## src/sv/mrr_pkg.sv

```systemverilog
// Shared types, register codes and message helpers for the MIDI rule router.
// Used by every module of the block; depends on nothing.
package mrr_pkg;

    localparam int RULE_SLOTS  = 4;
    localparam int RULE_REGS   = 4;
    localparam int QUEUE_DEPTH = 2;
    localparam int QPTR_W      = $clog2(QUEUE_DEPTH);
    localparam int QCNT_W      = $clog2(QUEUE_DEPTH + 1);
    localparam int CNT_W       = 3;
    localparam int CFG_ADDR_W  = 3;
    localparam int CFG_DATA_W  = 50;
    localparam int CAT_W       = 9;

    localparam logic [CNT_W-1:0] SLOTS_CNT = CNT_W'(RULE_SLOTS);

    // Configuration register indexes
    localparam logic [CFG_ADDR_W-1:0] REG_RULE_COUNT   = 3'd4;
    localparam logic [CFG_ADDR_W-1:0] REG_PORTS_EN     = 3'd5;
    localparam logic [CFG_ADDR_W-1:0] REG_SOFT_THRU    = 3'd6;
    localparam logic [CFG_ADDR_W-1:0] REG_DROP_SENSING = 3'd7;

    localparam logic [3:0] PORTS_RESET = 4'h8;

    // Status high nibbles
    localparam logic [3:0] NIB_NOTE_OFF   = 4'h8;
    localparam logic [3:0] NIB_NOTE_ON    = 4'h9;
    localparam logic [3:0] NIB_POLY_AT    = 4'hA;
    localparam logic [3:0] NIB_CTRL       = 4'hB;
    localparam logic [3:0] NIB_PROGRAM    = 4'hC;
    localparam logic [3:0] NIB_CHAN_AT    = 4'hD;
    localparam logic [3:0] NIB_PITCH_BEND = 4'hE;
    localparam logic [3:0] NIB_SYSTEM     = 4'hF;

    // System status bytes
    localparam logic [7:0] ST_SYSEX    = 8'hF0;
    localparam logic [7:0] ST_CLOCK    = 8'hF8;
    localparam logic [7:0] ST_START    = 8'hFA;
    localparam logic [7:0] ST_CONTINUE = 8'hFB;
    localparam logic [7:0] ST_STOP     = 8'hFC;
    localparam logic [7:0] ST_SENSING  = 8'hFE;

    localparam logic [CAT_W-1:0] ALL_CATEGORIES = '1;
    localparam logic [7:0]       DATA_MAX       = 8'd127;

    typedef enum logic [1:0] {
        VERDICT_ROUTED = 2'd0,
        VERDICT_NONE   = 2'd1,
        VERDICT_DROP   = 2'd2
    } t_verdict;

    // Rule word, bit 0 is the enable
    typedef struct packed {
        logic [7:0]       transpose;
        logic [7:0]       offset;
        logic [15:0]      channels;
        logic [CAT_W-1:0] categories;
        logic [3:0]       dest;
        logic [3:0]       source;
        logic             enable;
    } t_rule;

    // Input tdata image, source port in the lowest bits
    typedef struct packed {
        logic [3:0] pad;
        logic [1:0] msg_length;
        logic [7:0] data_two;
        logic [7:0] data_one;
        logic [7:0] status_byte;
        logic [1:0] source_port;
    } t_in_item;

    // Output tdata image, dest ports in the lowest bits
    typedef struct packed {
        t_verdict   verdict;
        logic [1:0] length_out;
        logic [7:0] data_two_out;
        logic [7:0] data_one_out;
        logic [7:0] status_out;
        logic [3:0] dest_ports;
    } t_result;

    // Classified message waiting for the back end
    typedef struct packed {
        logic [RULE_SLOTS-1:0] hit;
        t_verdict              verdict;
        logic [3:0]            dest;
        logic [7:0]            status;
        logic [7:0]            data_one;
        logic [7:0]            data_two;
        logic [1:0]            msg_length;
    } t_entry;

    function automatic logic is_channel(input logic [7:0] st);
        is_channel = st[7] && (st[7:4] != NIB_SYSTEM);
    endfunction

    function automatic logic [CAT_W-1:0] category_of(input logic [7:0] st);
        logic [CAT_W-1:0] c;
        c = '0;
        if (st[7]) begin
            case (st[7:4])
                NIB_NOTE_OFF, NIB_NOTE_ON: c[0] = 1'b1;
                NIB_POLY_AT, NIB_CHAN_AT:  c[1] = 1'b1;
                NIB_CTRL:                  c[2] = 1'b1;
                NIB_PROGRAM:               c[3] = 1'b1;
                NIB_PITCH_BEND:            c[4] = 1'b1;
                default: begin
                    case (st)
                        ST_SYSEX:                         c[5] = 1'b1;
                        ST_CLOCK:                         c[6] = 1'b1;
                        ST_START, ST_CONTINUE, ST_STOP:   c[7] = 1'b1;
                        ST_SENSING:                       c[8] = 1'b1;
                        default:                          c = '0;
                    endcase
                end
            endcase
        end
        category_of = c;
    endfunction

    // Channel part of a rule match; system and data bytes always pass
    function automatic logic chan_ok(input t_rule r, input logic [7:0] st);
        chan_ok = !is_channel(st) || r.channels[st[3:0]];
    endfunction

    // Add a signed transpose to a data byte, clamp to 0..127
    function automatic logic [7:0] transpose_clamp(input logic [7:0] d,
                                                   input logic [7:0] tr);
        logic signed [9:0] v;
        v = $signed({2'b00, d}) + $signed({{2{tr[7]}}, tr});
        if (v < 0)
            transpose_clamp = '0;
        else if (v > $signed({2'b00, DATA_MAX}))
            transpose_clamp = DATA_MAX;
        else
            transpose_clamp = v[7:0];
    endfunction

endpackage

```

## src/sv/mrr_front.sv

```systemverilog
// Front end of the MIDI rule router: matches an arriving message against the rules.
// Produces the destination mask, verdict and per-rule hit bits. Depends on mrr_pkg.
module mrr_front
    import mrr_pkg::*;
(
    input  t_rule [RULE_SLOTS-1:0] i_rules,
    input  logic [CNT_W-1:0]       i_rule_count,
    input  logic [3:0]             i_ports_en,
    input  logic                   i_soft_thru,
    input  logic                   i_drop_sensing,
    input  t_in_item               i_item,
    output t_entry                 o_entry
);

    logic [CNT_W-1:0]      active;
    logic [3:0]            srcbit;
    logic [CAT_W-1:0]      cat;
    logic [RULE_SLOTS-1:0] hit;
    logic [3:0]            dest;

    assign active = (i_rule_count > SLOTS_CNT) ? SLOTS_CNT : i_rule_count;
    assign srcbit = 4'b0001 << i_item.source_port;
    assign cat    = category_of(i_item.status_byte);

    // Static part of each match: enable, source, category, slot in use
    always_comb begin
        for (int i = 0; i < RULE_SLOTS; i++) begin
            hit[i] = i_rules[i].enable
                  && ((i_rules[i].source & srcbit) != 4'h0)
                  && ((i_rules[i].categories == ALL_CATEGORIES)
                      || ((i_rules[i].categories & cat) != '0))
                  && (CNT_W'(i) < active);
        end
    end

    always_comb begin
        dest = 4'h0;
        if (i_item.msg_length != 2'd0) begin
            for (int i = 0; i < RULE_SLOTS; i++) begin
                if (hit[i] && chan_ok(i_rules[i], i_item.status_byte))
                    dest = dest | i_rules[i].dest;
            end
            if (i_soft_thru)
                dest = dest | srcbit;
            else
                dest = dest & ~srcbit;
            dest = dest & i_ports_en;
        end
    end

    always_comb begin
        o_entry.hit        = hit;
        o_entry.status     = i_item.status_byte;
        o_entry.data_one   = i_item.data_one;
        o_entry.data_two   = i_item.data_two;
        o_entry.msg_length = i_item.msg_length;
        if (dest == 4'h0) begin
            o_entry.verdict = VERDICT_NONE;
            o_entry.dest    = 4'h0;
        end else if (i_drop_sensing && (i_item.status_byte == ST_SENSING)) begin
            o_entry.verdict = VERDICT_DROP;
            o_entry.dest    = 4'h0;
        end else begin
            o_entry.verdict = VERDICT_ROUTED;
            o_entry.dest    = dest;
        end
    end

endmodule

```

## src/sv/mrr_queue.sv

```systemverilog
// Short first-in first-out queue of classified messages between front and back end.
// Depth from QUEUE_DEPTH in mrr_pkg.
module mrr_queue
    import mrr_pkg::*;
(
    input  logic   i_clk,
    input  logic   i_rst_n,
    input  logic   i_push,
    input  t_entry i_data,
    output logic   o_full,
    input  logic   i_pop,
    output logic   o_valid,
    output t_entry o_data
);

    t_entry              r_mem [QUEUE_DEPTH];
    logic [QPTR_W-1:0]   r_wr_ptr, r_rd_ptr;
    logic [QCNT_W-1:0]   r_count;
    logic [QCNT_W-1:0]   n_count;

    assign o_full  = (r_count == QCNT_W'(QUEUE_DEPTH));
    assign o_valid = (r_count != '0);
    assign o_data  = r_mem[r_rd_ptr];

    always_comb begin
        n_count = r_count;
        if (i_push && !i_pop)
            n_count = r_count + 1'b1;
        else if (!i_push && i_pop)
            n_count = r_count - 1'b1;
    end

    always_ff @(posedge i_clk) begin
        if (!i_rst_n) begin
            r_wr_ptr <= '0;
            r_rd_ptr <= '0;
            r_count  <= '0;
        end else begin
            r_count <= n_count;
            if (i_push)
                r_wr_ptr <= (r_wr_ptr == QPTR_W'(QUEUE_DEPTH - 1)) ? '0 : r_wr_ptr + 1'b1;
            if (i_pop)
                r_rd_ptr <= (r_rd_ptr == QPTR_W'(QUEUE_DEPTH - 1)) ? '0 : r_rd_ptr + 1'b1;
        end
    end

    always_ff @(posedge i_clk) begin
        if (i_push)
            r_mem[r_wr_ptr] <= i_data;
    end

endmodule

```

## src/sv/mrr_back.sv

```systemverilog
// Back end of the MIDI rule router: applies channel offsets and transposes in rule
// order and holds the result in an output register. Depends on mrr_pkg.
module mrr_back
    import mrr_pkg::*;
(
    input  logic                   i_clk,
    input  logic                   i_rst_n,
    input  t_rule [RULE_SLOTS-1:0] i_rules,
    input  logic                   i_valid,
    input  t_entry                 i_entry,
    output logic                   o_pop,
    output logic                   o_valid,
    input  logic                   i_ready,
    output t_result                o_result
);

    logic    r_valid;
    t_result r_out;
    t_result n_out;
    logic [7:0] st;
    logic [7:0] d1;

    // Rule chain: each later rule sees the status as changed so far
    always_comb begin
        st = i_entry.status;
        d1 = i_entry.data_one;
        if (i_entry.verdict == VERDICT_ROUTED) begin
            for (int i = 0; i < RULE_SLOTS; i++) begin
                if (i_entry.hit[i] && chan_ok(i_rules[i], st)) begin
                    if ((i_rules[i].offset != 8'h0) && is_channel(st))
                        st[3:0] = st[3:0] + i_rules[i].offset[3:0];
                    if ((i_rules[i].transpose != 8'h0) && (i_entry.msg_length >= 2'd2)
                        && (st[7:4] inside {NIB_NOTE_OFF, NIB_NOTE_ON, NIB_POLY_AT}))
                        d1 = transpose_clamp(d1, i_rules[i].transpose);
                end
            end
        end
    end

    always_comb begin
        n_out.verdict      = i_entry.verdict;
        n_out.length_out   = i_entry.msg_length;
        n_out.data_two_out = i_entry.data_two;
        n_out.data_one_out = d1;
        n_out.status_out   = st;
        n_out.dest_ports   = i_entry.dest;
    end

    assign o_pop    = i_valid && (!r_valid || i_ready);
    assign o_valid  = r_valid;
    assign o_result = r_out;

    always_ff @(posedge i_clk) begin
        if (!i_rst_n)
            r_valid <= 1'b0;
        else
            r_valid <= o_pop || (r_valid && !i_ready);
    end

    always_ff @(posedge i_clk) begin
        if (o_pop)
            r_out <= n_out;
    end

endmodule

```

## src/sv/midi_rule_router.sv

```systemverilog
// Path: an accepted message is queued, then passes the rule chain into the output register.
// Throughput: one message per cycle while m_axis_tready holds; a two-entry queue between
// classifier and rule chain plus the output register let either side stall alone.
// Reset (synchronous, active low): rules cleared, rule count 0, ports enabled 4'h8,
// soft-thru and sensing drop off, queue and output register emptied.
module midi_rule_router
    import mrr_pkg::*;
(
    input  logic                  i_clk,
    input  logic                  i_rst_n,
    // Configuration write port
    input  logic                  i_cfg_we,
    input  logic [CFG_ADDR_W-1:0] i_cfg_addr,
    input  logic [CFG_DATA_W-1:0] i_cfg_wdata,
    // Message in
    input  logic                  s_axis_tvalid,
    output logic                  s_axis_tready,
    // tdata: source_port[1:0], status_byte[9:2], data_one[17:10], data_two[25:18],
    //        msg_length[27:26], zero fill[31:28]
    input  logic [31:0]           s_axis_tdata,
    // Routed result out
    output logic                  m_axis_tvalid,
    input  logic                  m_axis_tready,
    // tdata: dest_ports[3:0], status_out[11:4], data_one_out[19:12], data_two_out[27:20],
    //        length_out[29:28], verdict[31:30]
    output logic [31:0]           m_axis_tdata
);

    // Configuration registers; the user must write them only while the block is idle (not enforced)
    t_rule [RULE_SLOTS-1:0] r_rules;
    logic [CNT_W-1:0]       r_rule_count;
    logic [3:0]             r_ports_en;
    logic                   r_soft_thru;
    logic                   r_drop_sensing;

    t_entry  front_entry;
    t_entry  q_entry;
    logic    q_full, q_valid, q_pop;
    logic    push;
    t_result result;

    always_ff @(posedge i_clk) begin
        if (!i_rst_n) begin
            r_rules        <= '0;
            r_rule_count   <= '0;
            r_ports_en     <= PORTS_RESET;
            r_soft_thru    <= 1'b0;
            r_drop_sensing <= 1'b0;
        end else if (i_cfg_we) begin
            // Rule words: slots that exist take the write, others drop it
            for (int i = 0; i < RULE_SLOTS; i++) begin
                if ((i < RULE_REGS) && (i_cfg_addr == CFG_ADDR_W'(i)))
                    r_rules[i] <= t_rule'(i_cfg_wdata);
            end
            case (i_cfg_addr)
                REG_RULE_COUNT:   r_rule_count   <= i_cfg_wdata[CNT_W-1:0];
                REG_PORTS_EN:     r_ports_en     <= i_cfg_wdata[3:0];
                REG_SOFT_THRU:    r_soft_thru    <= i_cfg_wdata[0];
                REG_DROP_SENSING: r_drop_sensing <= i_cfg_wdata[0];
                default: ;
            endcase
        end
    end

    // Accept whenever the queue has room; the back end drains it every cycle it can
    assign s_axis_tready = !q_full;
    assign push          = s_axis_tvalid && s_axis_tready;

    mrr_front u_front (
        .i_rules        (r_rules),
        .i_rule_count   (r_rule_count),
        .i_ports_en     (r_ports_en),
        .i_soft_thru    (r_soft_thru),
        .i_drop_sensing (r_drop_sensing),
        .i_item         (t_in_item'(s_axis_tdata)),
        .o_entry        (front_entry)
    );

    mrr_queue u_queue (
        .i_clk   (i_clk),
        .i_rst_n (i_rst_n),
        .i_push  (push),
        .i_data  (front_entry),
        .o_full  (q_full),
        .i_pop   (q_pop),
        .o_valid (q_valid),
        .o_data  (q_entry)
    );

    mrr_back u_back (
        .i_clk    (i_clk),
        .i_rst_n  (i_rst_n),
        .i_rules  (r_rules),
        .i_valid  (q_valid),
        .i_entry  (q_entry),
        .o_pop    (q_pop),
        .o_valid  (m_axis_tvalid),
        .i_ready  (m_axis_tready),
        .o_result (result)
    );

    assign m_axis_tdata = result;

    // A dropped message is always active sensing and goes nowhere
    a_drop_is_sensing: assert property (@(posedge i_clk) disable iff (!i_rst_n)
        m_axis_tvalid && (result.verdict == VERDICT_DROP)
        |-> (result.dest_ports == 4'h0) && (result.status_out == ST_SENSING))
        else $error("dropped message is not active sensing or has destinations");

    // Routed means some destination; anything else means none
    a_dest_vs_verdict: assert property (@(posedge i_clk) disable iff (!i_rst_n)
        m_axis_tvalid |-> ((result.verdict == VERDICT_ROUTED) == (result.dest_ports != 4'h0)))
        else $error("verdict and destination mask disagree");

    // An empty message is never routed
    a_empty_not_routed: assert property (@(posedge i_clk) disable iff (!i_rst_n)
        m_axis_tvalid && (result.length_out == 2'd0) |-> (result.verdict == VERDICT_NONE))
        else $error("empty message routed");

endmodule
```

## config.mk

```make
export PLATFORM = sky130hd
export DESIGN_NAME = midi_rule_router
export DESIGN_NICKNAME = d
export VERILOG_FILES = /design/src/sv/mrr_pkg.sv /design/src/sv/mrr_front.sv /design/src/sv/mrr_queue.sv /design/src/sv/mrr_back.sv /design/src/sv/midi_rule_router.sv
export SDC_FILE = /design/constraint.sdc
export NUM_CORES = 1
export LEC_CHECK = 0
export ABC_CLOCK_PERIOD_IN_PS = 12400
export BUFFER_PORTS_ARGS = -buffer_cell sky130_fd_sc_hd__buf_2
export CAP_MARGIN = 40
export CORE_AREA = 2 2 184 276
export CTS_BUF_LIST = sky130_fd_sc_hd__clkbuf_2
export CTS_CLUSTER_DIAMETER = 100
export CTS_CLUSTER_SIZE = 16
export DETAILED_ROUTE_END_ITERATION = 8
export DIE_AREA = 0 0 186 278
export PLACE_DENSITY = 0.56
export RECOVER_POWER = 25
export SLEW_MARGIN = 30
export SYNTH_ARGS = -nofsm -noshare
export SYNTH_HDL_FRONTEND = slang
export SYNTH_SLANG_ARGS = --single-unit
export TNS_END_PERCENT = 5
```

## constraint.sdc

```tcl
create_clock -name i_clk -period 12.4 [get_ports i_clk]
set_input_delay 0.62 -clock i_clk [delete_from_list [all_inputs] [get_ports i_clk]]
set_output_delay 0.62 -clock i_clk [all_outputs]
set_load 0.005 [all_outputs]
```

==> summary by stage <==
Drt
For this block, the routed nets add up to 51,200 um of wire. The routed wire length per instance is 19.2 um. Detailed routing inserted a total of 14.0k vias.

The antenna violation net count after detailed routing is 0. The pre-antenna-repair detailed-routing pass consisted of 5 iterations. Using the TritonRoute via totals, the vias-per-cell ratio works out to 5.26. The residual DRC count is 0. The starting DRC count in detailed routing is 905.

Floorplan
124 I/O pins were placed. The initial core utilization is 34.5%. The core area is 0.0494 mm2. The die area is 0.0517 mm2. The placement row count is 100.

From bottom edge to top edge, the die measures 278 um. The die width is 186 um.

Clocking
The latest clock arrival within the worst-skew pair is 0.98 ns. The buffer cell driving the clock tree root is sky130_fd_sc_hd__clkbuf_2. In this run the number of H-tree levels came out at 1. TritonCTS created 23 clock buffers. Clock-pin slew was measured on the worst setup and hold paths at 0.35 ns. The clock tree from TritonCTS is built. In this run the deepest clock path goes through 3 buffers. The number of clock sinks is 319. The number of setup buffers added after CTS is 0.

Finish
Across the whole layout, storage elements account for 0.00743 mm2. The filler cells instantiated in the layout total 4,995. The area of the multi-input gates is 0.00914 mm2. For this run, the post-layout net count is 2,141. The area overhead of the layout relative to synthesis is 13.2%. In the final layout, the share of cells above drive strength 1 is 12.0%.

Yosys
The area share of the leading cell type in the synthesized netlist is 25.2%. The synthesized area divided by synthesized cell count is 9.23 um2. The number of enable-type register cells in the synthesized netlist is 104.

The post-synth net total is 1,997. Counting flops with an async set or reset pin after synthesis yields a share of 0%. The number of cells produced by synthesis is 1,847. sky130_fd_sc_hd__nand2_1 is the most common cell in the netlist. The synthesized design spends more area on one cell type than any other, namely sky130_fd_sc_hd__dfxtp_1.

The mapped cell area is 0.0171 mm2. The flop and latch count out of synthesis is 319. The portion of the post-synthesis area used by sequential elements is 43.6%. Counting distinct cell types in the post-synthesis netlist gives 92.

The top flip-flop cell by instance count after synthesis is sky130_fd_sc_hd__dfxtp_1. After synthesis, the cell types taking the most area are sky130_fd_sc_hd__dfxtp_1 25%, sky130_fd_sc_hd__edfxtp_1 18%, sky130_fd_sc_hd__nand2_1 11%. During synthesis, Yosys emitted a total of 0 warnings.

Ranked by instance count, the synthesized netlist is headed by 490 x sky130_fd_sc_hd__nand2_1, 215 x sky130_fd_sc_hd__dfxtp_1, 204 x sky130_fd_sc_hd__a21boi_0.

Global route
Entering global routing, the biggest net connects 100 pins. The number of antenna violations at the first check in global routing is 2. The first global-routing pass estimated 78,700 um of wire. The met1 track demand over resource in global routing is 22.6%. After global routing the overflow that remains totals 0. The met2 capacity usage during global routing is 36.1%.

The layer with the highest usage after global routing is met2. The global-route usage over all layers is 19.7%. The number of global-route vias before repair was 14.0k.

For met3 alone, demand over resource in global routing was 1.71%.

Timing
After routing, the total negative slack on setup checks comes to 0 ns. Between clock sinks in the finished design, the worst skew comes to 0.0535 ns. The final critical path time including I/O delays and setup is 10.95 ns. Setup repair after global routing left no endpoint under its margin. At the pin with the least slew margin, the transition time is 2.73 ns. Measured against its own limit, the worst slew margin works out to -82.1%.

Static timing analysis puts the maximum clock frequency at 0.0913 GHz. Setup violations remaining at the end of the flow were counted as 0. The number of failing hold endpoints at the final stage is 0.

The max-slew violation count is 201. The final critical-path share of the clock period is 88.3%.

Pwr
The worst supply voltage drop on vdd is 55.7 uV. The total power of the final layout is 0.00255 W. For this design the static power due to leakage is 6.90 nW. Dividing total power by cell area gives a power density of 132 mW/mm2.

Placed design
The HPWL after detailed placement is 36,800 um. The placer congestion estimate is 0.866. In this run the tool buffered the top-level ports with 119 buffer cells.

Setup path
The maximum fanout encountered on the critical timing path is 7. The capturing element type of the critical path is a flip-flop. The number of cells on the worst reg-to-reg path is 51.

The critical path class is flip-flop to flip-flop. For the worst setup path, the data arrival time is 11.80 ns. The buffers plus inverters on the worst setup path is 2. The maximum cell stage delay along the critical path is 0.47 ns. The data required time at the worst endpoint is 13.25 ns. Counting stages on the worst path, the most repeated cell is sky130_fd_sc_hd__a21oi_1. The standard cell with the maximum stage delay on the critical path is sky130_fd_sc_hd__dfxtp_2. The critical path runs through a total of 51 cells. The critical path's top delay family is compound AO/OA/AOI/OAI gates. The critical path launch point type is a flip-flop.

Hold path
The hold-critical path depth is 4. The min-delay analysis places its worst path in the category input port to flip-flop.

Flow run
The max-cap violation count is 5.

Status
The checks that failed: capacitance limit, slew limit. The run finished, with violations left.
final timing paths:
path / from / end / slack [ns]
setup / recovery: flip-flop / u_back.o_result[17]$_DFFE_PP_ / 1.45
hold reg to reg: r_rules[53]$_SDFFE_PN0P_ / r_rules[53]$_SDFFE_PN0P_ / 0.48
setup reg to reg: flip-flop / u_back.o_result[17]$_DFFE_PP_ / 1.45
hold / removal: s_axis_tdata[1] / u_queue.r_mem[1][26]$_DFFE_PP_ / 0.30
worst reg2reg max path: cells and delay by family, from the launching register on:
family	cells	cell delay (ns)
AO/OA/AOI/OAI	35	6.96
adder cells (fa/ha/maj)	5	1.56
AND/OR/NAND/NOR	6	0.78
XOR/XNOR	2	0.49
flip-flops	1	0.47
multiplexers	1	0.36
buffers and inverters	2	0.22
area by class of cell:
class                           instances  share of cell area, %
Multi-Input combinational cell       1394                   47.4
Timing Repair Buffer                  217                   8.16
Sequential cell                       319                   38.5
Inverter                               36                  0.739
Tap cell                              663                   4.30
Clock inverter                          1                 0.0389
Antenna cell                            2                 0.0259
Clock buffer                           34                  0.882
what timing repair did:
action,4_1_cts,5_1_grt
hold buffers,82,0
endpoints found under the setup margin,0,7
gates resized for setup,0,6
hold endpoints to repair,266,0
flip-flops by register name, indices dropped and copies added, names as in the netlist, named ones only:
register,cells
u_back.o_valid,1
u_queue.r_wr_ptr,1
r_rules,200
u_back.o_result,32
r_rule_count,3
r_soft_thru,1
u_queue.r_rd_ptr,1
u_queue.r_mem,72
r_drop_sensing,1
r_ports_en,4
u_queue.r_count,2
power by group:
| part | internal [W] | switching [W] | leakage (nW) |
|---|---|---|---|
| combinational | 0.000338 | 0.000554 | 4.04 |
| clock | 0.0000703 | 0.000334 | 0.141 |
| sequential | 0.00122 | 0.0000396 | 2.72 |
metrics by stage:
step	cell area [um2]	setup WS [ns]	std cells	hold slack (ns)	util, %
5_1_grt	19300	0.110	2666	0.211	39.1
2_1_floorplan	17100	1.93	1847	0.439	-
6_report	19300	1.45	2666	0.297	39.1
4_1_cts	19300	0.761	2663	0.0197	39.1
3_3_place_gp	18200	1.16	2541	0.450	36.8
3_5_place_dp	18300	0.830	2546	0.454	37.1
metal layers:
metal,up-vias,part of all wire [%]
met5,-,0.025
met1,6716,39
li1,6852,-
met3,107,3.4
met4,2,5.2
met2,333,52
placed cells by master (no fill, tap or decap), types with 13 or more instances in the layout:
cell and n:
sky130_fd_sc_hd__a21boi_0 204, sky130_fd_sc_hd__a21o_1 23, sky130_fd_sc_hd__a21oi_1 70, sky130_fd_sc_hd__buf_2 96, sky130_fd_sc_hd__clkbuf_1 25, sky130_fd_sc_hd__clkbuf_2 34, sky130_fd_sc_hd__dfxtp_1 214, sky130_fd_sc_hd__dlygate4sd3_1 82
sky130_fd_sc_hd__edfxtp_1 104, sky130_fd_sc_hd__ha_1 52, sky130_fd_sc_hd__inv_1 32, sky130_fd_sc_hd__mux2_2 25, sky130_fd_sc_hd__mux2i_1 43, sky130_fd_sc_hd__mux4_2 21, sky130_fd_sc_hd__nand2_1 488, sky130_fd_sc_hd__nand2b_1 13
sky130_fd_sc_hd__nand3_1 28, sky130_fd_sc_hd__nor2_1 49, sky130_fd_sc_hd__nor2b_1 24, sky130_fd_sc_hd__nor4_1 19, sky130_fd_sc_hd__o21ai_0 67, sky130_fd_sc_hd__xnor2_1 19, sky130_fd_sc_hd__xor2_1 21
cell families (layout without fill, tap and decap cells):
logic type,Yosys count,in the layout,synth area share [%]
compound gates,510,510,21.4
xor+xnor,41,41,2.15
fa+ha+maj,60,60,4.75
buf+inv,134,288,3.18
flops,319,319,43.6
mux,93,93,7.37
other cells,0,2,0
simple gates,690,690,17.5
Note: power is estimated with default switching activity, not from simulation.
